===== src/sv/assert_macros.svh =====
// Assertion macros for the RTL modules; mntq_back uses them.
// Expects i_clk and i_rst_n in the scope of each use; SYNTH removes them.
`ifndef ASSERT_MACROS_SVH
`define ASSERT_MACROS_SVH
`ifndef SYNTH
`define MNTQ_ASSERT(lbl, prop, msg) \
    lbl: assert property (@(posedge i_clk) disable iff (!i_rst_n) (prop)) else $error(msg);
`define MNTQ_ASSERT_ALWAYS(lbl, prop, msg) \
    lbl: assert property (@(posedge i_clk) (prop)) else $error(msg);
`else
`define MNTQ_ASSERT(lbl, prop, msg)
`define MNTQ_ASSERT_ALWAYS(lbl, prop, msg)
`endif
`endif


===== src/sv/mntq_fifo.sv =====
// Small register FIFO used for the command and result words.
// No dependencies.
module mntq_fifo #(
    parameter int WIDTH = 8,
    parameter int DEPTH = 2
) (
    input  logic             i_clk,
    input  logic             i_rst_n,
    input  logic             i_wr_en,
    input  logic [WIDTH-1:0] i_wr_data,
    output logic             o_full,
    input  logic             i_rd_en,
    output logic [WIDTH-1:0] o_rd_data,
    output logic             o_empty
);

    localparam int PW = (DEPTH > 1) ? $clog2(DEPTH) : 1;
    localparam int CW = $clog2(DEPTH + 1);
    localparam logic [PW-1:0] P_LAST = PW'(DEPTH - 1);
    localparam logic [CW-1:0] C_FULL = CW'(DEPTH);

    logic [WIDTH-1:0] r_data [DEPTH];
    logic [PW-1:0]    r_wp, r_rp;
    logic [CW-1:0]    r_count;
    logic             w_wr, w_rd;

    assign o_full    = (r_count == C_FULL);
    assign o_empty   = (r_count == '0);
    assign w_wr      = i_wr_en && !o_full;
    assign w_rd      = i_rd_en && !o_empty;
    assign o_rd_data = r_data[r_rp];

    always_ff @(posedge i_clk) begin
        if (!i_rst_n) begin
            r_wp    <= '0;
            r_rp    <= '0;
            r_count <= '0;
        end else begin
            if (w_wr) begin
                r_wp <= (r_wp == P_LAST) ? '0 : r_wp + 1'b1;
            end
            if (w_rd) begin
                r_rp <= (r_rp == P_LAST) ? '0 : r_rp + 1'b1;
            end
            if (w_wr && !w_rd) begin
                r_count <= r_count + 1'b1;
            end else if (w_rd && !w_wr) begin
                r_count <= r_count - 1'b1;
            end
        end
    end

    always_ff @(posedge i_clk) begin
        if (w_wr) begin
            r_data[r_wp] <= i_wr_data;
        end
    end

endmodule


===== config.mk =====
export PLATFORM = sky130hd
export DESIGN_NAME = mntq_fifo
export DESIGN_NICKNAME = d
export VERILOG_FILES = /design/src/sv/assert_macros.svh /design/src/sv/mntq_fifo.sv
export SDC_FILE = /design/constraint.sdc
export NUM_CORES = 1
export LEC_CHECK = 0
export ABC_AREA = 1
export BUFFER_PORTS_ARGS = -buffer_cell sky130_fd_sc_hd__buf_4
export CAP_MARGIN = 20
export CORE_MARGIN = 2
export CORE_UTILIZATION = 43
export DETAILED_ROUTE_END_ITERATION = 8
export HOLD_SLACK_MARGIN = 0.08
export MAX_ROUTING_LAYER = met4
export PLACE_DENSITY = 0.67
export SYNTH_ARGS = -nofsm -noshare
export SYNTH_HDL_FRONTEND = slang
export SYNTH_SLANG_ARGS = --single-unit

===== constraint.sdc =====
create_clock -name i_clk -period 2.5 [get_ports i_clk]
set_clock_uncertainty 0.1 [all_clocks]
set_input_delay 0.375 -clock i_clk [delete_from_list [all_inputs] [get_ports i_clk]]
set_output_delay 0.375 -clock i_clk [all_outputs]
set_load 0.005 [all_outputs]

---- Word-level counts from Yosys, hierarchy flattened ----
Memory sizes are Yosys's and may differ from the RTL's. A register that Yosys moved wholly into a read port is not among the register bits.
Index checks and enable logic that the tools add are counted.
storage, ports and cells
  register bits after elaboration ......... 4
  bits in latches ......................... 0
  memory bits (writable) .................. 16
  memory bits (read-only) ................. 0
  input port bits ......................... 12
  memories kept ........................... 1
operators by class
  add/subtract/negate cells ............... 4
  $mul .................................... 0
  div/mod/pow operators ................... 0
  $lt $le $gt $ge ......................... 0
  equality and inequality tests ........... 1
  shifts and indexed selects .............. 0
  mux-type cells .......................... 8
  bitwise operators ....................... 0
  reductions and logical operators ........ 10
memories
  name    depth  bits a word  read ports  clocked after memory_dff  wr ports  RTL line         RTL
  r_data  2      8            1           1                         1         mntq_fifo.sv:22  logic [WIDTH-1:0] r_data [DEPTH];
operators by type and width
  cell                                              number
  two-way mux 1 bit                                 6
  logical AND 1 bit                                 4
  logical NOT 1 bit                                 4
  two-way mux 2 bit                                 2
  adder 1 bit, second input constant                2
  adder 2 x 1 -> 2 bit, second input constant       1
  equality test 2 bit, second input constant        1
  logical NOT 2 bit                                 1
  nonzero test 2 bit                                1
  subtractor 2 x 1 -> 2 bit, second input constant  1

---- Logic depth before layout (Yosys ltp) ----
Gate-level depths: netlist of run 1.
  depth after elaboration ................. 7
  mapped depth ............................ 10
  gate-level depth less buffers ........... 10

---- Least setup slack after synthesis of run 1 ----
Ideal clock, no wire load.
  path type ............................... reg2reg
  start ................................... register r_count[0]
  end ..................................... register r_count[1]
  arrival time ............................ 1.230 ns
  setup slack ............................. 1.106 ns
  cell stages (with the launch flop) ...... 10
  buffers on the path ..................... 0
  period minus slack after synthesis ...... 1.394 ns
  cell sequence ........................... dfxtp_1 > nor2_1 > nor2_2 > inv_1 > ha_1 > inv_1 > nand3_1 > nand2_1 > inv_1 > nor2_1
on the way
  word-level cells in the longest chain between the ends .. 6
  elaborated cells on any way between the ends .. 15
ends and longest elaborated chain
  item                                                     RTL line         RTL
  from (decl)                                              mntq_fifo.sv:24  logic [CW-1:0] r_count;
  from (signal assigned)                                   mntq_fifo.sv:46  r_count <= r_count + 1'b1;
  from (signal assigned)                                   mntq_fifo.sv:48  r_count <= r_count - 1'b1;
  logical NOT 2 bit *                                      mntq_fifo.sv:28  assign o_empty = (r_count == '0);
  net o_empty                                              mntq_fifo.sv:14  output logic o_empty
  logical NOT 1 bit *                                      mntq_fifo.sv:30  assign w_rd = i_rd_en && !o_empty;
  logical AND 1 bit *                                      mntq_fifo.sv:30
  logical NOT 1 bit                                        mntq_fifo.sv:45  if (w_wr && !w_rd) begin
  logical AND 1 bit                                        mntq_fifo.sv:45
  two-way mux 2 bit or nonzero test 2 bit (tied branches)  --
The timed path passes the listed nets; every way through them passes the cells marked *. The select of a mux whose other input is x is not followed.
A chain may end at the register's enable or synchronous reset.

==> results of run 1 <==
per-stage QoR:
stage	utilization	instance area (sq um)	power (mW)	worst slack (ns)	hold slack (ns)
2_1_floorplan	-	823.3	0.6638	1.106	0.3669
3_3_place_gp	0.5709	1007	0.7846	0.9521	0.3907
3_5_place_dp	0.5709	1007	0.7947	0.9369	0.3973
4_1_cts	0.5865	1035	0.9531	0.6268	0.1492
5_1_grt	0.5865	1035	1.004	0.5797	0.1366
6_report	0.5865	1035	0.9382	0.6611	0.1564
power by group:
group	switching, mW	internal, mW
sequential	0.0438	0.446
combinational	0.138	0.155
clock	0.0962	0.0594
final timing paths:
kind	startpoint	end	slack (ns)
worst min-delay path	i_wr_data[0]	r_data[1][0]	0.16
worst max-delay path	register	o_rd_data[4]	0.66
worst min register to register	r_rp	register	0.42
worst max register to register	r_count[0]	r_data[0][7]	0.93
cell type report:
class                      instances  area, sq um  area share
tap                               25        31.28     0.03023
clock inverter                     1        5.005    0.004837
multi-input combinational         32        203.9      0.1971
clock buffer                       3        22.52     0.02177
inverter                           9        33.78     0.03265
timing repair buffer              21        157.7      0.1524
sequential                        21        580.6      0.5611
flip-flops by register name, summed over array words and instances, names as in the netlist, named ones only:
| register | count |
|---|---|
| r_count | 2 |
| r_data | 16 |
| r_rp | 1 |
| r_wp | 1 |
critical path, cell delays in order, from the launching register on:
cell and delay, ns:
sky130_fd_sc_hd__dfxtp_1 0.56, sky130_fd_sc_hd__mux2_2 0.38, sky130_fd_sc_hd__buf_4 0.13
metal layers:
metal,GRT usage,share of wire,vias up,routed length (um)
met4,0.08108,0.0094,0,12
met1,0.1827,0.47,227,596
met5,-,0,-,0
met2,0.2107,0.47,14,604
met3,0.02264,0.050,2,64
li1,-,-,261,-
synth_stat cells, types with 2 or more instances:
master                     number  share of area
sky130_fd_sc_hd__inv_1          8          0.036
sky130_fd_sc_hd__dfxtp_1        5           0.12
sky130_fd_sc_hd__nor2_1        10          0.046
sky130_fd_sc_hd__o21ai_0        2          0.012
sky130_fd_sc_hd__edfxtp_1      16           0.58
sky130_fd_sc_hd__nand2_1        6          0.027
sky130_fd_sc_hd__mux2_2         8           0.11
logic make-up (layout without fill, tap and decap cells):
group / count (synthesis) / in the layout
adder cells (fa/ha/maj): 1 / 1
buffers and inverters: 10 / 34
AO/OA/AOI/OAI: 4 / 4
multiplexers: 8 / 8
flip-flops: 21 / 21
AND/OR/NAND/NOR: 19 / 19
cell usage in the layout (no fill, tap or decap), types with 2 or more instances in the layout:
cell                       netlist  routed
sky130_fd_sc_hd__buf_4           0      21
sky130_fd_sc_hd__edfxtp_1       16      16
sky130_fd_sc_hd__nor2_1         10      10
sky130_fd_sc_hd__mux2_2          8       8
sky130_fd_sc_hd__inv_1           8       8
sky130_fd_sc_hd__nand2_1         6       6
sky130_fd_sc_hd__dfxtp_1         5       5
sky130_fd_sc_hd__clkbuf_4        0       3
sky130_fd_sc_hd__o21ai_0         2       2
==> metrics.log, run 1 <==
INFO  metric postSynthNetCount = 76
INFO  metric cts_resized = 0
INFO  metric synth-async-reset-ratio = 0
INFO  metric cts_htree_levels = 1
INFO  metric final_hold_viol_count = 0
INFO  metric initial_utilization = 0.4667
INFO  metric synth_simple_gate_area_frac = 0.09422
INFO  metric maxSlewViolCount = 0
INFO  metric die-area = 2281 sq um
INFO  metric vias = 504
INFO  metric routed_wire_length_per_instance = 11.41 um
INFO  metric num-fill-cells = 154
INFO  metric clk-insertion-delay-late = 0.29 ns
INFO  metric tightestPinTransition = 0.7010 ns
INFO  metric fin_setup_tns = 0 ns
INFO  metric r2r_cells = 2
INFO  metric cts_clk_pin_slew_worst_paths = 0.11 ns
INFO  metric cts_tree = done
INFO  metric clockBufferDepth = 2
INFO  metric required_time_of_the_critical_path = 2.03 ns
INFO  metric cp-end-kind = output port
INFO  metric final_cells = 112
INFO  metric cts_hold_repair.buffers = 0
INFO  metric synthFlopType = sky130_fd_sc_hd__edfxtp_1
INFO  metric avgViaCountPerCell = 4.500
INFO  metric place.detailed.hpwl = 940.3 um
INFO  metric antenna_violations_before_repair = 0
INFO  metric setup_viol = 0
INFO  metric achievable-frequency = 0.5438 GHz
INFO  metric critPathMaxFanout = 8
INFO  metric startpoint_class_of_the_critical_path = register
INFO  metric tightest_slew_margin_relative_to_the_limit = 0.5309
INFO  metric layout-drive-gt1-share = 0.4138
INFO  metric synthAdderAreaFrac = 0.01520
INFO  metric synth.distinct_cells = 15
INFO  metric drt_wl_total = 1278 um
INFO  metric synth_cells = 63
INFO  metric min-delay-path-class = in2reg
INFO  metric timing.hold.worst_path_depth = 1
INFO  metric first_global_vias = 507
INFO  metric largest_net_degree_at_the_start_of_global_routing = 13
INFO  metric data_arrival_at_the_endpoint_of_the_critical_path = 1.36 ns
INFO  metric synth-xor-area-share = 0
INFO  metric yosysSeqAreaShare = 0.7052
INFO  metric synth_area_per_cell = 13.07 sq um
INFO  metric rsz0062_at_grt = false
INFO  metric worstSetupPathType = reg2out
INFO  metric dpl.cell_count = 108
INFO  metric drtPass1Iterations = 4
INFO  metric global_route.usage.total = 0.1415
INFO  metric cts_sinks = 21
INFO  metric placeableCoreArea = 1764 sq um
INFO  metric post_cts.repair.setup_buffers = 0
INFO  metric final_net_count = 101
INFO  metric grt_pass1_wl = 2083 um
INFO  metric mappedNetlistArea = 823.3 sq um
INFO  metric floorplan.io_pins = 22
INFO  metric drt-initial-drc-count = 5
INFO  metric synth-edff-count = 16
INFO  metric synth_compound_area_frac = 0.02888
INFO  metric drcViolationCount = 0
INFO  metric gr-total-overflow = 0
INFO  metric die_ht = 47.76 um
INFO  metric place.gp.congestion = 0.7666
INFO  metric yosys_register_bits = 21
INFO  metric fp-row-count = 15
INFO  metric buffer_ports.inserted = 21
INFO  metric status = finished, final reports clean
INFO  metric clock_root_buffer = sky130_fd_sc_hd__clkbuf_4
INFO  metric die_width = 47.76 um
INFO  metric worst_ir_drop_vdd = 0.4784 mV
INFO  metric fin_crit = 1.839 ns
INFO  metric cts-buffers-inserted = 3
INFO  metric antenna_violating_nets_post_route = 0
INFO  metric synth_warnings = 0
INFO  metric syn2layout_area_growth = 25.68%
INFO  metric cap_viol_max_count = 0
INFO  metric finalCritPeriodShare = 0.7356
INFO  metric insertedDiodeCount = 0
INFO  metric cellLeakagePower = 0.4283 nW
INFO  metric pwr_density_cell = 906.7 nW/um^2
INFO  metric yosys-mux-area-fraction = 0.1094
INFO  metric combinational_family_with_the_most_area_after_synthesis = multiplexers
(Power assumes the default switching activity.)
==> run 2, diff against run 1 <==
- clock period: 2.5 -> 1.8 ns (I/O delays scaled with it)
==> run 2 against run 1 <==
First-iteration DRC count decreased by 80%. Sequential power increased by 38%. Count of clock-buffer cells in the layout unchanged. Sequential share of layout area decreased by 5.3 points. Flip-flop and latch count unchanged. Design area increased by 11%. Hold slack got worse by 0.031 ns. Critical path type unchanged.
==> metrics.log, run 2 (synthesis gave the netlist of run 1 again) <==
INFO  metric place.detailed.hpwl = 929.4 um (-1.2%)
INFO  metric cp_slowest_cell = sky130_fd_sc_hd__dfxtp_2
INFO  metric cts_clk_pin_slew_worst_paths = 0.11 ns (about the same)
INFO  metric tightest_slew_margin_relative_to_the_limit = 0.8685 (+0.3375)
INFO  metric fp-row-count = 15 (unchanged)
INFO  metric buffer_ports.inserted = 21 (unchanged)
INFO  metric hold_critical_path_endpoint = r_count[1]
INFO  metric fin_setup_tns = 0 ns (unchanged)
INFO  metric cts_tree = done
INFO  metric grt_pass1_wl = 1980 um (-4.9%)
INFO  metric reg2reg_from = r_count[0]
INFO  metric cp-end-kind = output port
INFO  metric layout_top_registers = r_data x16, r_count x2
INFO  metric drtPass1Iterations = 3 (-1)
INFO  metric global_route.usage.total = 0.1329 (-0.008562)
INFO  metric critPathMaxFanout = 8 (unchanged)
INFO  metric final_critical_path_setup_slack = 0.1892 ns (-0.4719 ns)
INFO  metric insertedDiodeCount = 0 (unchanged)
INFO  metric rsz0062_at_grt = false
INFO  metric die_ht = 47.76 um (unchanged)
INFO  metric timing.hold.worst_path_depth = 3 (+2)
INFO  metric worstSetupPathType = reg2out
INFO  metric setup_viol = 0 (unchanged)
INFO  metric r2r_slack = 0.29 ns (-0.64 ns)
INFO  metric grt_met1_use = 0.1467 (-0.03602)
INFO  metric achievable-frequency = 0.6208 GHz
INFO  metric initial_utilization = 0.4667 (unchanged)
INFO  metric antenna_violating_nets_post_route = 0 (unchanged)
INFO  metric worst_ir_drop_vdd = 0.7649 mV (+60%)
INFO  metric registers.top_by_ff_count = r_data
INFO  metric maxSlewViolCount = 0 (unchanged)
INFO  metric most_common_cell_after_layout_fill_and_taps_aside = sky130_fd_sc_hd__buf_4
INFO  metric die_width = 47.76 um (unchanged)
INFO  metric r2r_cells = 9 (+7)
INFO  metric fin_crit = 1.611 ns
INFO  metric largest_net_degree_at_the_start_of_global_routing = 13 (unchanged)
INFO  metric path_cells = mux2_2 > buf_4
INFO  metric avgViaCountPerCell = 4.484 (-0.36%)
INFO  metric dpl.cell_count = 112 (+3.7%)
INFO  metric final_cells = 124 (+11%)
INFO  metric data_arrival_at_the_endpoint_of_the_critical_path = 1.24 ns (-0.12 ns)
INFO  metric drt-initial-drc-count = 1 (-4)
INFO  metric syn2layout_area_growth = 39.21%
INFO  metric clock_root_buffer = sky130_fd_sc_hd__clkbuf_4
INFO  metric clk-insertion-delay-late = 0.29 ns (about the same)
INFO  metric cts_sinks = 21 (unchanged)
INFO  metric startpoint_class_of_the_critical_path = register
INFO  metric status = finished, final reports clean
INFO  metric grt_util_met2 = 0.2293 (+0.01867)
INFO  metric hold_start = i_rst_n
INFO  metric place.gp.congestion = 0.8247 (+7.6%)
INFO  metric num-fill-cells = 157 (+1.9%)
INFO  metric most_frequent_cells_in_the_layout = sky130_fd_sc_hd__buf_4, sky130_fd_sc_hd__edfxtp_1, sky130_fd_sc_hd__nor2_1
INFO  metric drcViolationCount = 0 (unchanged)
INFO  metric finalCritPeriodShare = 0.8949
INFO  metric critPathBufInv = 1 (unchanged)
INFO  metric first_global_vias = 515 (+1.6%)
INFO  metric pwr_density_cell = 1171 nW/um^2 (+29%)
INFO  metric drt_wl_total = 1290 um (+0.94%)
INFO  metric placeableCoreArea = 1764 sq um (unchanged)
INFO  metric cts_htree_levels = 1 (unchanged)
INFO  metric floorplan.io_pins = 22 (unchanged)
INFO  metric clockBufferDepth = 2 (unchanged)
INFO  metric gr-total-overflow = 0 (unchanged)
INFO  metric largest_register_ffs = 16 (unchanged)
INFO  metric final_net_count = 113 (+12%)
INFO  metric die-area = 2281 sq um (unchanged)
INFO  metric worst_r2r_endpoint = r_count[1]
INFO  metric tightestPinTransition = 0.1970 ns (-0.5040 ns)
INFO  metric min-delay-path-class = in2reg
INFO  metric cts-buffers-inserted = 3 (unchanged)
INFO  metric final_hold_viol_count = 0 (unchanged)
INFO  metric required_time_of_the_critical_path = 1.43 ns (-0.60 ns)
INFO  metric global_route.peak_usage_layer = met2
INFO  metric critical-path-top-delay-family = flip-flops
INFO  metric vias = 556 (+10%)
INFO  metric grt_use_met3 = 0.02264 (unchanged)
INFO  metric cap_viol_max_count = 0 (unchanged)
INFO  metric crit_path_largest_cell_delay = 0.45 ns (-0.11 ns)
INFO  metric cellLeakagePower = 0.4827 nW (+13%)
INFO  metric antenna_violations_before_repair = 0 (unchanged)
INFO  metric routed_wire_length_per_instance = 10.40 um (-8.8%)
INFO  metric post_cts.repair.setup_buffers = 0 (unchanged)
INFO  metric pre_cts_ws = 0.3023 ns (-0.6347 ns)
INFO  metric layout-drive-gt1-share = 0.4141 (about the same)
INFO  metric timing.critical_path.depth = 2 (unchanged)
[run 2: cell count changes in the layout (fill, tap and decap cells not counted), sizes merged]
cell	delta
dlygate4sd3	+8
buf	+4
[run 2: worst max path at each step]
stage | startpoint | to
detailed placement | r_count[0] | r_count[1]
CTS | register | o_rd_data[0]
floorplan | r_count[0] | r_count[1]
global placement | r_count[1] | r_count[1]
finish | register | o_rd_data[5]
global route | r_count[1] | r_count[1]
[run 2: through the flow]
step	area [sq um]	utilization	total power, mW	hold slack (ns)
5_1_grt	1146	0.6496	1.440	0.1522
4_1_cts	1145	0.6489	1.361	0.1147
6_report	1146	0.6496	1.343	0.1254
2_1_floorplan	823.3	-	0.9220	0.2689
3_3_place_gp	1037	0.5879	1.114	0.3555
3_5_place_dp	1037	0.5879	1.130	0.3586
[run 2: cell type report]
type	instances	area, sq um	area share
Clock inverter	1	5.005	0.004367
Timing Repair Buffer	33	267.8	0.2336
Clock buffer	3	22.52	0.01965
Inverter	9	33.78	0.02948
Sequential cell	21	581.8	0.5076
Tap cell	25	31.28	0.02729
Multi-Input combinational cell	32	203.9	0.1779
[run 2: per-layer routing]
metal	up-vias	share of wire
li1	286	-
met1	256	0.46
met2	12	0.50
met3	2	0.029
met4	0	0.012
met5	-	0
[run 2: power by group]
part	switching (mW)	internal (mW)	leakage, nW
clock	0.134	0.0826	0.0177
combinational	0.200	0.249	0.274
sequential	0.0570	0.620	0.191
[run 2: what timing repair did]
action / 4_1_cts / 5_1_grt
endpoints found under the hold margin: 16 / 0
hold buffers: 8 / 0
resized for setup: 0 / 1
endpoints found under the setup margin: 0 / 5
[run 2: worst register-to-register path, stage by stage, from the launching register on]
cell and delay, ns:
sky130_fd_sc_hd__dfxtp_1 0.44, sky130_fd_sc_hd__nor2_1 0.10, sky130_fd_sc_hd__nor2_2 0.12, sky130_fd_sc_hd__inv_1 0.06, sky130_fd_sc_hd__ha_1 0.32, sky130_fd_sc_hd__inv_1 0.08, sky130_fd_sc_hd__nand3_1 0.08, sky130_fd_sc_hd__nand2_1 0.06
sky130_fd_sc_hd__inv_1 0.03, sky130_fd_sc_hd__nor2_1 0.08
