## config.mk

```make
export PLATFORM = sky130hd
export DESIGN_NAME = mntq_front
export DESIGN_NICKNAME = d
export VERILOG_FILES = /design/src/sv/assert_macros.svh /design/src/sv/mntq_pkg.sv /design/src/sv/mntq_fifo.sv /design/src/sv/mntq_front.sv
export SDC_FILE = /design/constraint.sdc
export NUM_CORES = 1
export LEC_CHECK = 0
export ABC_AREA = 1
export BUFFER_PORTS_ARGS = -buffer_cell sky130_fd_sc_hd__buf_2
export CAP_MARGIN = 20
export CORE_MARGIN = 2
export CORE_UTILIZATION = 32
export DETAILED_ROUTE_END_ITERATION = 7
export PLACE_DENSITY = 0.65
export SLEW_MARGIN = 20
export SYNTH_ARGS = -nofsm -noshare
export SYNTH_HDL_FRONTEND = slang
export SYNTH_SLANG_ARGS = --single-unit
```

## constraint.sdc

```tcl
create_clock -name i_clk -period 5.7 [get_ports i_clk]
set_input_delay 0 -clock i_clk [delete_from_list [all_inputs] [get_ports i_clk]]
set_output_delay 0 -clock i_clk [all_outputs]
set_load 0.03 [all_outputs]
```

## src/sv/assert_macros.svh

```systemverilog
// Assertion macros for the RTL modules; mntq_back uses them.
// Expects i_clk and i_rst_n in the scope of each use; SYNTH removes them.
`ifndef ASSERT_MACROS_SVH
`define ASSERT_MACROS_SVH
`ifndef SYNTH
`define MNTQ_ASSERT(lbl, prop, msg) \
    lbl: assert property (@(posedge i_clk) disable iff (!i_rst_n) (prop)) else $error(msg);
`define MNTQ_ASSERT_ALWAYS(lbl, prop, msg) \
    lbl: assert property (@(posedge i_clk) (prop)) else $error(msg);
`else
`define MNTQ_ASSERT(lbl, prop, msg)
`define MNTQ_ASSERT_ALWAYS(lbl, prop, msg)
`endif
`endif

```

## src/sv/mntq_pkg.sv

```systemverilog
// Shared types, codes and the all-notes-off byte function for the MIDI tx queue.
// No dependencies.
package mntq_pkg;

    localparam logic [2:0] FUNC_NOTE_ON  = 3'd0;
    localparam logic [2:0] FUNC_NOTE_OFF = 3'd1;
    localparam logic [2:0] FUNC_RAW      = 3'd2;
    localparam logic [2:0] FUNC_POLL     = 3'd3;
    localparam logic [2:0] FUNC_RESET    = 3'd4;

    localparam logic [7:0] STATUS_NOTE_ON  = 8'h90;
    localparam logic [7:0] STATUS_NOTE_OFF = 8'h80;
    localparam logic [7:0] STATUS_CTRL     = 8'hb0;
    localparam logic [7:0] CTRL_SOUND_OFF  = 8'h78;
    localparam logic [7:0] CTRL_RESET_ALL  = 8'h79;
    localparam logic [7:0] DATA_MASK       = 8'h7f;

    localparam logic [2:0] SEQ_PH_STATUS_A = 3'd0;
    localparam logic [2:0] SEQ_PH_CTRL_A   = 3'd1;
    localparam logic [2:0] SEQ_PH_STATUS_B = 3'd3;
    localparam logic [2:0] SEQ_PH_CTRL_B   = 3'd4;
    localparam logic [2:0] SEQ_PH_LAST     = 3'd5;
    localparam logic [3:0] SEQ_CH_LAST     = 4'hf;

    localparam int QUEUE_LEVEL_W = 11;

    typedef enum logic [2:0] {
        OP_NONE,
        OP_NOTE,
        OP_RAW,
        OP_POLL,
        OP_RESET
    } t_op;

    typedef struct packed {
        t_op        op;
        logic [7:0] b0;
        logic [7:0] b1;
        logic [7:0] b2;
        logic       ready;
    } t_cmd;

    typedef struct packed {
        logic                     tx_valid;
        logic [7:0]               tx_byte;
        logic                     dropped;
        logic [QUEUE_LEVEL_W-1:0] queue_level;
        logic                     reset_busy;
    } t_result;

    function automatic logic [7:0] f_seq_byte(input logic [3:0] ch, input logic [2:0] phase);
        logic [7:0] b;
        case (phase) inside
            SEQ_PH_STATUS_A, SEQ_PH_STATUS_B: b = STATUS_CTRL | {4'h0, ch};
            SEQ_PH_CTRL_A:                    b = CTRL_SOUND_OFF;
            SEQ_PH_CTRL_B:                    b = CTRL_RESET_ALL;
            default:                          b = 8'h00;
        endcase
        return b;
    endfunction

endpackage

```

## src/sv/mntq_fifo.sv

```systemverilog
// Small register FIFO used for the command and result words.
// No dependencies.
module mntq_fifo #(
    parameter int WIDTH = 8,
    parameter int DEPTH = 2
) (
    input  logic             i_clk,
    input  logic             i_rst_n,
    input  logic             i_wr_en,
    input  logic [WIDTH-1:0] i_wr_data,
    output logic             o_full,
    input  logic             i_rd_en,
    output logic [WIDTH-1:0] o_rd_data,
    output logic             o_empty
);

    localparam int PW = (DEPTH > 1) ? $clog2(DEPTH) : 1;
    localparam int CW = $clog2(DEPTH + 1);
    localparam logic [PW-1:0] P_LAST = PW'(DEPTH - 1);
    localparam logic [CW-1:0] C_FULL = CW'(DEPTH);

    logic [WIDTH-1:0] r_data [DEPTH];
    logic [PW-1:0]    r_wp, r_rp;
    logic [CW-1:0]    r_count;
    logic             w_wr, w_rd;

    assign o_full    = (r_count == C_FULL);
    assign o_empty   = (r_count == '0);
    assign w_wr      = i_wr_en && !o_full;
    assign w_rd      = i_rd_en && !o_empty;
    assign o_rd_data = r_data[r_rp];

    always_ff @(posedge i_clk) begin
        if (!i_rst_n) begin
            r_wp    <= '0;
            r_rp    <= '0;
            r_count <= '0;
        end else begin
            if (w_wr) begin
                r_wp <= (r_wp == P_LAST) ? '0 : r_wp + 1'b1;
            end
            if (w_rd) begin
                r_rp <= (r_rp == P_LAST) ? '0 : r_rp + 1'b1;
            end
            if (w_wr && !w_rd) begin
                r_count <= r_count + 1'b1;
            end else if (w_rd && !w_wr) begin
                r_count <= r_count - 1'b1;
            end
        end
    end

    always_ff @(posedge i_clk) begin
        if (w_wr) begin
            r_data[r_wp] <= i_wr_data;
        end
    end

endmodule

```

## src/sv/mntq_front.sv

```systemverilog
// Front end: decodes an input word into a command and queues it.
// Depends on mntq_pkg and mntq_fifo.
module mntq_front
    import mntq_pkg::*;
(
    input  logic       i_clk,
    input  logic       i_rst_n,
    input  logic       i_push,
    output logic       o_full,
    input  logic [2:0] i_func,
    input  logic [3:0] i_channel,
    input  logic [7:0] i_key_number,
    input  logic [7:0] i_velocity,
    input  logic [7:0] i_data_byte,
    input  logic       i_tx_ready,
    input  logic       i_cmd_pop,
    output logic       o_cmd_empty,
    output t_cmd       o_cmd
);

    t_cmd                   w_cmd;
    logic [$bits(t_cmd)-1:0] w_rd_data;

    always_comb begin
        w_cmd       = '0;
        w_cmd.op    = OP_NONE;
        w_cmd.ready = i_tx_ready;
        unique case (i_func) inside
            FUNC_NOTE_ON, FUNC_NOTE_OFF: begin
                w_cmd.op = OP_NOTE;
                w_cmd.b0 = ((i_func == FUNC_NOTE_ON) ? STATUS_NOTE_ON : STATUS_NOTE_OFF)
                           | {4'h0, i_channel};
                w_cmd.b1 = i_key_number & DATA_MASK;
                w_cmd.b2 = i_velocity & DATA_MASK;
            end
            FUNC_RAW: begin
                w_cmd.op = OP_RAW;
                w_cmd.b0 = i_data_byte;
            end
            FUNC_POLL: begin
                w_cmd.op = OP_POLL;
            end
            FUNC_RESET: begin
                w_cmd.op = OP_RESET;
            end
            default: begin
                w_cmd.op = OP_NONE;
            end
        endcase
    end

    mntq_fifo #(
        .WIDTH ($bits(t_cmd)),
        .DEPTH (2)
    ) u_cmd_fifo (
        .i_clk     (i_clk),
        .i_rst_n   (i_rst_n),
        .i_wr_en   (i_push),
        .i_wr_data (w_cmd),
        .o_full    (o_full),
        .i_rd_en   (i_cmd_pop),
        .o_rd_data (w_rd_data),
        .o_empty   (o_cmd_empty)
    );

    assign o_cmd = t_cmd'(w_rd_data);

endmodule

```

Word level (Yosys, flattened, before mapping)
Memories as Yosys holds them, arrays and structs flattened. A register that Yosys moved wholly into a read port is not among the register bits.
Cells that the tools add are included.
{"block": "word_totals", "register_bits": 4, "n_memories": 1, "mem_bits_rw": 54, "in_bits": 36, "elab_cells": 38, "output_inout_bits": 30}
{"block": "classes", "reduce_logical": 12, "eq_ne": 5, "bitwise_logic": 1, "addsub": 4, "muxes": 12}
{"name": "u_cmd_fifo.r_data", "depth": 2, "word_bits": 27, "rd": 1, "rd_clocked_by_memory_dff": 1, "write_ports": 1, "line": "mntq_fifo.sv:22", "rtl": "logic [WIDTH-1:0] r_data [DEPTH];"}
{"op": "$pmux W8 S2", "n": 1}
{"op": "$mux W15", "n": 1}
{"op": "$pmux W3 S4", "n": 1}
{"op": "$or A8 B4 Y8", "n": 1}
{"op": "$eq A3 B2 Y1 const B", "n": 2}
{"op": "$mux W1", "n": 6}
{"op": "$mux W5", "n": 1}
{"op": "$logic_and A1 B1 Y1", "n": 4}
{"op": "$logic_not A1 Y1", "n": 4}
{"op": "$mux W2", "n": 2}
{"op": "$eq A3 B1 Y1 const B", "n": 1}
{"op": "$eq A3 B3 Y1 const B", "n": 1}
{"op": "$logic_not A3 Y1", "n": 1}
{"op": "$add A1 B1 Y1 const B", "n": 2}
{"op": "$add A2 B1 Y2 const B", "n": 1}
{"op": "$eq A2 B2 Y1 const B", "n": 1}
{"op": "$logic_not A2 Y1", "n": 1}
{"op": "$reduce_bool A2 Y1", "n": 1}
{"op": "$reduce_or A2 Y1", "n": 1}
{"op": "$sub A2 B1 Y2 const B", "n": 1}

Logic depth before layout (Yosys ltp)
Gate-level depths: netlist (run 1).
{"block": "logic_depth", "depth_word": 7, "depth_mapped": 10}

By module
Synthesis (run 1) repeated with hierarchy kept, for this count alone.
{"block": "hier_totals", "cells_unflattened": 185, "hier_area_um2": 2631.3}
{"module": "mntq_fifo", "cells_per_inst": 125, "area_each_um2": 2368.5, "seq_area_each_um2": 1781.7, "instances": 1}
{"module": "mntq_front", "cells_per_inst": 60, "area_each_um2": 262.8, "seq_area_each_um2": 0.0, "instances": 1}

Least setup slack after synthesis (run 1)
No wires, ideal clock.
{"block": "synth_timing", "kind": "register to register", "startpoint": "register u_cmd_fifo.r_count[0]", "endpoint": "memory u_cmd_fifo.r_data[1][0] in the netlist's numbering, enable pin", "arrival_ps": 1585, "setup_slack_ps": 3706, "n_path_buf": 0, "stages_incl_launch_ff": 3, "setup_ps": 409, "cell_sequence": "dfxtp_1 > o21ai_2 > nor2_1"}
{"block": "synth_via", "elab_chain_len": 5}
{"element": "from (decl)", "line": "mntq_fifo.sv:24", "rtl": "logic [CW-1:0] r_count;"}
{"element": "from (signal assigned)", "line": "mntq_fifo.sv:46", "rtl": "r_count <= r_count + 1'b1;"}
{"element": "from (signal assigned)", "line": "mntq_fifo.sv:48", "rtl": "r_count <= r_count - 1'b1;"}
{"element": "$eq A2 B2 Y1", "line": "mntq_fifo.sv:27", "rtl": "assign o_full = (r_count == C_FULL);"}
{"element": "$logic_not A1 Y1", "line": "mntq_fifo.sv:29", "rtl": "assign w_wr = i_wr_en && !o_full;"}
{"element": "$logic_and A1 B1 Y1", "line": "mntq_fifo.sv:29"}
{"element": "$mux W1", "line": "mntq_fifo.sv:54", "rtl": "if (w_wr) begin"}
{"element": "$mux W1 (implied by the code)", "line": "mntq_fifo.sv:55", "rtl": "r_data[r_wp] <= i_wr_data;"}
{"element": "to (decl)", "line": "mntq_fifo.sv:22"}
No other way between the ends.

==> reports/metrics.yaml, run 1 <==
io_pins: 66
die_h_um: 92.2
whs_path_depth: 3
clockBufferDepth: 2
drt_iter0_drc: 39
yosysWarningCount: 0
grtUsageMet2: 0.186
vias_per_cell: 4.13
vias: 1535
syn_inst: 179
first_pass_iters: 6
path_clk_slew_ns: 0.06
synth_top_area_frac: 0.627
slew_viol_final: 0
synth_top_family_by_area: "multiplexers"
layout.nets: 302
finalSetupViolations: 0
grt_pass1_vias: 1537
yosys.area_share.simple: 0.0935
cts-buffers-inserted: 9
grt.total_usage: 0.112
hold_end: "u_cmd_fifo.r_data[0][5]"
cts-root-buf: "clkbuf_8"
die_w_um: 92.2
synth.area.mux_share: 0.148
dp_hpwl_um: 2920
reg2reg_depth: 4
drv_cap: 0
vdd_drop_max_mv: 0.138
max_slew_margin: 0.431
arrival_ns: 1.83
grt_pass1_wl_um: 6920
synth_compound_area_frac: 0.0126
timing.final.ws_setup_ns: 3.87
use_met1: 0.121
postRouteWirelength_um: 4270
min_from: "i_velocity[4]"
ys_ff_latch: 57
fin_crit_sh: 0.320
die-area_um2: 8500
antenna_found_initial: 0
fin_util: 0.425
grt.met3_usage: 0.0427
cts_tree: "built"
r2r_slack_ns: 3.93
fin_tns_setup_ns: 0
synth_fa_ha_area_frac: 0.00503
grt_max_degree: 27
cp-end-kind: "primary output"
r2r-start: "u_cmd_fifo.r_count[1]"
post_drt_wl_per_cell_um: 11.5
ys_top_cells_by_area: "edfxtp_1, mux2_4, nor2_1"
diodes: 0
globalplace.congestion: 0.703
area_growth_pct: 30.5
leakage_nw: 1.43
period_minus_slack_ns: 1.83
core.rowCount: 32
grt_overflow_total: 0
r2r_end: "u_cmd_fifo.r_data[1][19]"
global_route.peak_usage_layer: "met2"
rsz0062_at_grt: "no"
fin_hold_ws_ns: 0.0172
hold_path.class: "in2reg"
outcome: "complete, no violations"
final_antenna_net_count: 0
power_density_nw_per_um2: 425
start_util: 0.325
clock_latency_ns: 0.33
htreeDepth: 3
core-area_um2: 7650
fin_worst_skew_ns: 0.00303
synth-xor-area-share: 0
yosysTopAreaCell: "edfxtp_1"
clock_sinks: 57
max_slew.worst_pin.slew_ns: 0.853
hold_violations: 0
synth_seq_area_share: 0.668
path_class: "reg2out"
drive_gt1_frac: 0.404
crit_fanout: 26
syn_area_um2: 2490
synth_cell_type_count: 21
io_buffers: 61
dp_slack_ns: 3.88
cp.required_ns: 5.70
syn_avg_cell_area_um2: 13.9
cp-start-kind: "register"
drc_errors: 0
timing.fmax_mhz: 548
-- cell type report --
type	instances	area, um^2
Tap cell	102	128
Multi-Input combinational cell	90	657
Timing Repair Buffer	80	490
Inverter	27	101
Fill cell	754	4400
Clock buffer	9	124
Clock inverter	7	85.1
Sequential cell	57	1660
-- per-layer routing --
layer	share of wire	vias up	wire [um]
met5	0	-	0
met4	0.029	0	122
met3	0.056	12	240
met2	0.50	51	2120
met1	0.42	694	1790
li1	-	778	-
-- layout by cell type (no fill, tap or decap) --
cell / count
clkinv_2: 2
ha_1: 1
nor2_2: 2
mux2_2: 6
o21a_1: 1
mux2_4: 20
edfxtp_1: 52
clkbuf_8: 9
inv_2: 1
nand2_1: 15
buf_2: 61
o21ai_0: 2
clkinv_1: 2
o21ai_2: 1
inv_1: 26
nor3_1: 1
dfxtp_1: 4
clkinvlp_4: 1
nand4_1: 1
nor2_1: 27
nand3_1: 9
nand2_4: 1
a21oi_1: 1
buf_4: 2
dlygate4sd3_1: 17
bufinv_16: 2
conb_1: 2
dfxtp_2: 1
-- state kept, by name, indices dropped and copies added, names as in the netlist, named ones only --
signal,count
u_cmd_fifo.r_data,52
u_cmd_fifo.r_count,2
u_cmd_fifo.r_rp,1
u_cmd_fifo.r_wp,1
-- cells in the mapped netlist --
library cell	count
buf_12	2
mux2_2	6
conb_1	1
edfxtp_1	52
o21ai_2	1
inv_1	26
nand4_1	1
buf_6	2
mux2_4	20
nor2_1	29
dfxtp_1	5
nand3_1	9
o21ai_0	2
nand2_4	1
buf_4	2
nand2_1	15
o21a_1	1
ha_1	1
nor3_1	1
a21oi_1	1
inv_2	1
-- logic make-up (layout without fill, tap and decap cells) --
family                     after synthesis  after routing
DFF                                     57             57
adders and majority gates                1              1
muxes                                   26             26
and+or+nand+nor                         56             56
buffers and inverters                   33            123
AOI/OAI and AO/OA                        5              5
other                                    1              2
-- timing repair --
item                                   in CTS  in global routing
endpoints found under the hold margin      33                  0
gates resized for setup                     0                  0
buffers inserted                            0                  0
hold buffers                               17                  0
-- stage by stage --
stage	std cells	cell area (um^2)	power (mW)
after floorplan	180	2490	0.908
after global placement	339	2870	0.992
after detailed placement	339	2870	0.999
after CTS	372	3250	1.40
after global routing	372	3250	1.46
final	372	3250	1.38
-- how the worst max path moves through the flow --
| stage | from | endpoint | slack (ns) |
|---|---|---|---|
| floorplan | u_cmd_fifo.r_count[0] | u_cmd_fifo.r_data[1][0] | 3.71 |
| global placement | u_cmd_fifo.r_count[0] | u_cmd_fifo.r_data[1][25] | 3.90 |
| detailed placement | u_cmd_fifo.r_count[0] | u_cmd_fifo.r_data[1][24] | 3.88 |
| CTS | register | o_cmd[12] | 3.81 |
| global route | register | o_cmd[18] | 3.76 |
| finish | register | o_cmd[12] | 3.87 |
-- report_power, final --
part           leakage (nW)  internal (mW)  switching (mW)  total (mW)
Combinational         0.785          0.165           0.244       0.409
Sequential            0.540          0.533          0.0470       0.580
Clock                 0.104          0.241           0.149       0.390
-- worst max-delay path, stage by stage (launching register included) --
cell and delay, ns:
dfxtp_2 0.89, mux2_2 0.42, buf_2 0.18
Power figures use the tool's default switching activity.
==> run 2, diff against run 1 <==
--- a/config.mk
+++ b/config.mk
@@ -5,7 +5,7 @@
 export SDC_FILE = /design/constraint.sdc
 export NUM_CORES = 1
 export LEC_CHECK = 0
-export ABC_AREA = 1
+export ABC_AREA = 0
 export BUFFER_PORTS_ARGS = -buffer_cell sky130_fd_sc_hd__buf_2
 export CAP_MARGIN = 20
 export CORE_MARGIN = 2
==> constraint.sdc (replaced) <==
create_clock -name i_clk -period 1.7 [get_ports i_clk]
set_input_delay 0 -clock i_clk [delete_from_list [all_inputs] [get_ports i_clk]]
set_output_delay 0 -clock i_clk [all_outputs]
set_load 0.03 [all_outputs]
==> run 2 against run 1 <==
Setup slack got worse by 3.7 ns. Utilization increased by 1.3 points. Die area decreased by 5.2%. Total power increased to 3.2 times the previous value. Flip-flop and latch count unchanged. Combinational power increased to 3.8 times the previous value. Via count decreased by 5.1%. Area after synthesis decreased by 5.4%. Count of clock-buffer cells in the layout unchanged. Routed wire length increased by 5.1%. Synthesized cell count decreased by 17%. Sequential share of layout area increased by 1.7 points. Critical path type is now reg2reg. Largest cell class unchanged.
==> reports/metrics.yaml, run 2 <==
outcome: "complete, no violations"
dp_hpwl_um: 2880
synth_cell_type_count: 30
synth.area.mux_share: 0.124
ctsResizeCount: 0
grt.total_usage: 0.119
grt_pass1_wl_um: 7110
start_util: 0.328
final_common_cell: "buf_2"
fin_crit_sh: 0.878
crit_fanout: 5
fin_hold_ws_ns: 0.0207
synth-edff-count: 52
clockBufferDepth: 2
io_buffers: 61
cp-end-kind: "register"
timing.fmax_mhz: 670
finalSetupViolations: 0
hold_path.class: "in2reg"
grt_pass1_vias: 1502
timing.final.ws_setup_ns: 0.208
finalPower_mw: 4.42
dp_slack_ns: 0.210
final_antenna_net_count: 0
clock_sinks: 57
syn_area_um2: 2350
yosysTopAreaCell: "edfxtp_1"
core-area_um2: 7180
path_clk_slew_ns: 0.07
worst_path_max_delay_cell: "dfxtp_2"
vias: 1456
yosysWarningCount: 0
drt_iter0_drc: 55
dp_cells: 307
die-area_um2: 8060
area_growth_pct: 33.5
top_register: "u_cmd_fifo.r_data"
cts-buffers-inserted: 9
fin_tns_setup_ns: 0
htreeDepth: 3
path_cells: "nand2b_4, inv_4, nor2_1, ha_1, or3_1, a21boi_1"
drive_gt1_frac: 0.461
async_flop_share: 0
synth-xor-area-share: 0.0112
cp-start-kind: "register"
grt_overflow_total: 0
final_cells: 340
dpl_cell_area_um2: 2810
power_density_nw_per_um2: 1410
fillers: 688
period_minus_slack_ns: 1.49
first_pass_iters: 3
layout.nets: 273
ys_top_cells_by_area: "edfxtp_1, mux2_2, and2_1"
die_h_um: 89.8
leakage_nw: 1.24
vias_per_cell: 4.28
cts-root-buf: "clkbuf_8"
synth_top_area_frac: 0.663
postRouteWirelength_um: 4490
core.rowCount: 31
cp_num_buf_inv: 1
critPathMaxStageDelay_ns: 0.38
synthMostInstantiatedCell: "edfxtp_1"
path_class: "reg2reg"
post_drt_wl_per_cell_um: 13.2
syn_avg_cell_area_um2: 15.8
rsz0062_at_grt: "no"
design_area_um2: 3140
synth_top_family_by_area: "multiplexers"
synthTopCellsByCount: "edfxtp_1, mux2_2, and2_1"
ys_ff_latch: 57
die_w_um: 89.8
vdd_drop_max_mv: 0.438
max_slew_margin: 0.667
cp.required_ns: 1.97
ys.flop_type: "edfxtp_1"
io_pins: 66
r2r_slack_ns: 0.21
yosys.area_share.simple: 0.101
globalplace.congestion: 0.661
drv_cap: 0
critical-path-top-delay-family: "simple AND/OR/NAND/NOR gates"
syn_inst: 149
cts_tree: "built"
largest_reg_flops: 52
hold_violations: 0
final_cell_mix: "buf_2, edfxtp_1, mux2_2"
arrival_ns: 1.76
fin_worst_skew_ns: 0.00681
drc_errors: 0
antenna_found_initial: 0
synth_seq_area_share: 0.706
grt_max_degree: 27
synth_compound_area_frac: 0.0276
max_slew.worst_pin.slew_ns: 0.499
reg_top3: "u_cmd_fifo.r_data (52), u_cmd_fifo.r_count (2)"
clock_latency_ns: 0.33
slew_viol_final: 0
diodes: 0
synth_fa_ha_area_frac: 0.00532
fin_util: 0.438
-- run 2: path summary, 6_finish.rpt --
| check | start | end | cells after the start |
|---|---|---|---|
| worst max-delay path | u_cmd_fifo.r_count[0] | u_cmd_fifo.r_count[1] | 6 |
| worst min-delay path | i_data_byte[1] | u_cmd_fifo.r_data[0][17] | 3 |
| worst max register to register | u_cmd_fifo.r_count[0] | u_cmd_fifo.r_count[1] | 6 |
| worst min register to register | u_cmd_fifo.r_count[1] | u_cmd_fifo.r_count[1] | 2 |
-- run 2: worst reg2reg max path, cell delays in order, from the launching register on --
cell      delay, ns
dfxtp_2        0.38
nand2b_4       0.16
inv_4          0.04
nor2_1         0.10
ha_1           0.27
or3_1          0.35
a21boi_1       0.13
-- run 2: power breakdown --
| group | leakage [nW] | switching (mW) | total [mW] | internal (mW) |
|---|---|---|---|---|
| combinational | 0.619 | 0.953 | 1.55 | 0.596 |
| clock | 0.0799 | 0.511 | 1.02 | 0.508 |
| sequential | 0.541 | 0.0765 | 1.85 | 1.78 |
-- run 2: layer usage --
layer / track usage / share of wire / wire length, um
met5: 0 / 0 / 0
met4: 0.0654 / 0.025 / 111
met3: 0.0461 / 0.047 / 211
met2: 0.207 / 0.51 / 2280
met1: 0.123 / 0.42 / 1890
-- run 2: logic make-up (layout without fill, tap and decap cells) --
kind of cell             Yosys count  in the layout
AO/OA/AOI/OAI                     11             11
XOR/XNOR                           3              3
adder cells (fa/ha/maj)            1              1
buffers and inverters             11            102
flip-flops                        57             57
multiplexers                      26             26
other                              1              2
AND/OR/NAND/NOR                   39             39
-- run 2: what timing repair did --
| action | CTS | global route |
|---|---|---|
| endpoints found under the hold margin | 39 | 0 |
| hold buffers | 17 | 0 |
| buffers inserted | 0 | 0 |
| setup endpoints to repair | 0 | 0 |
-- run 2: final cells by class --
type | count | area (um^2) | area share
clock inverter | 7 | 37.5 | 0.0119
multi-input combinational | 82 | 656 | 0.209
sequential | 57 | 1660 | 0.529
clock buffer | 9 | 124 | 0.0394
inverter | 3 | 13.8 | 0.00438
timing repair buffer | 83 | 526 | 0.167
tap | 99 | 124 | 0.0394
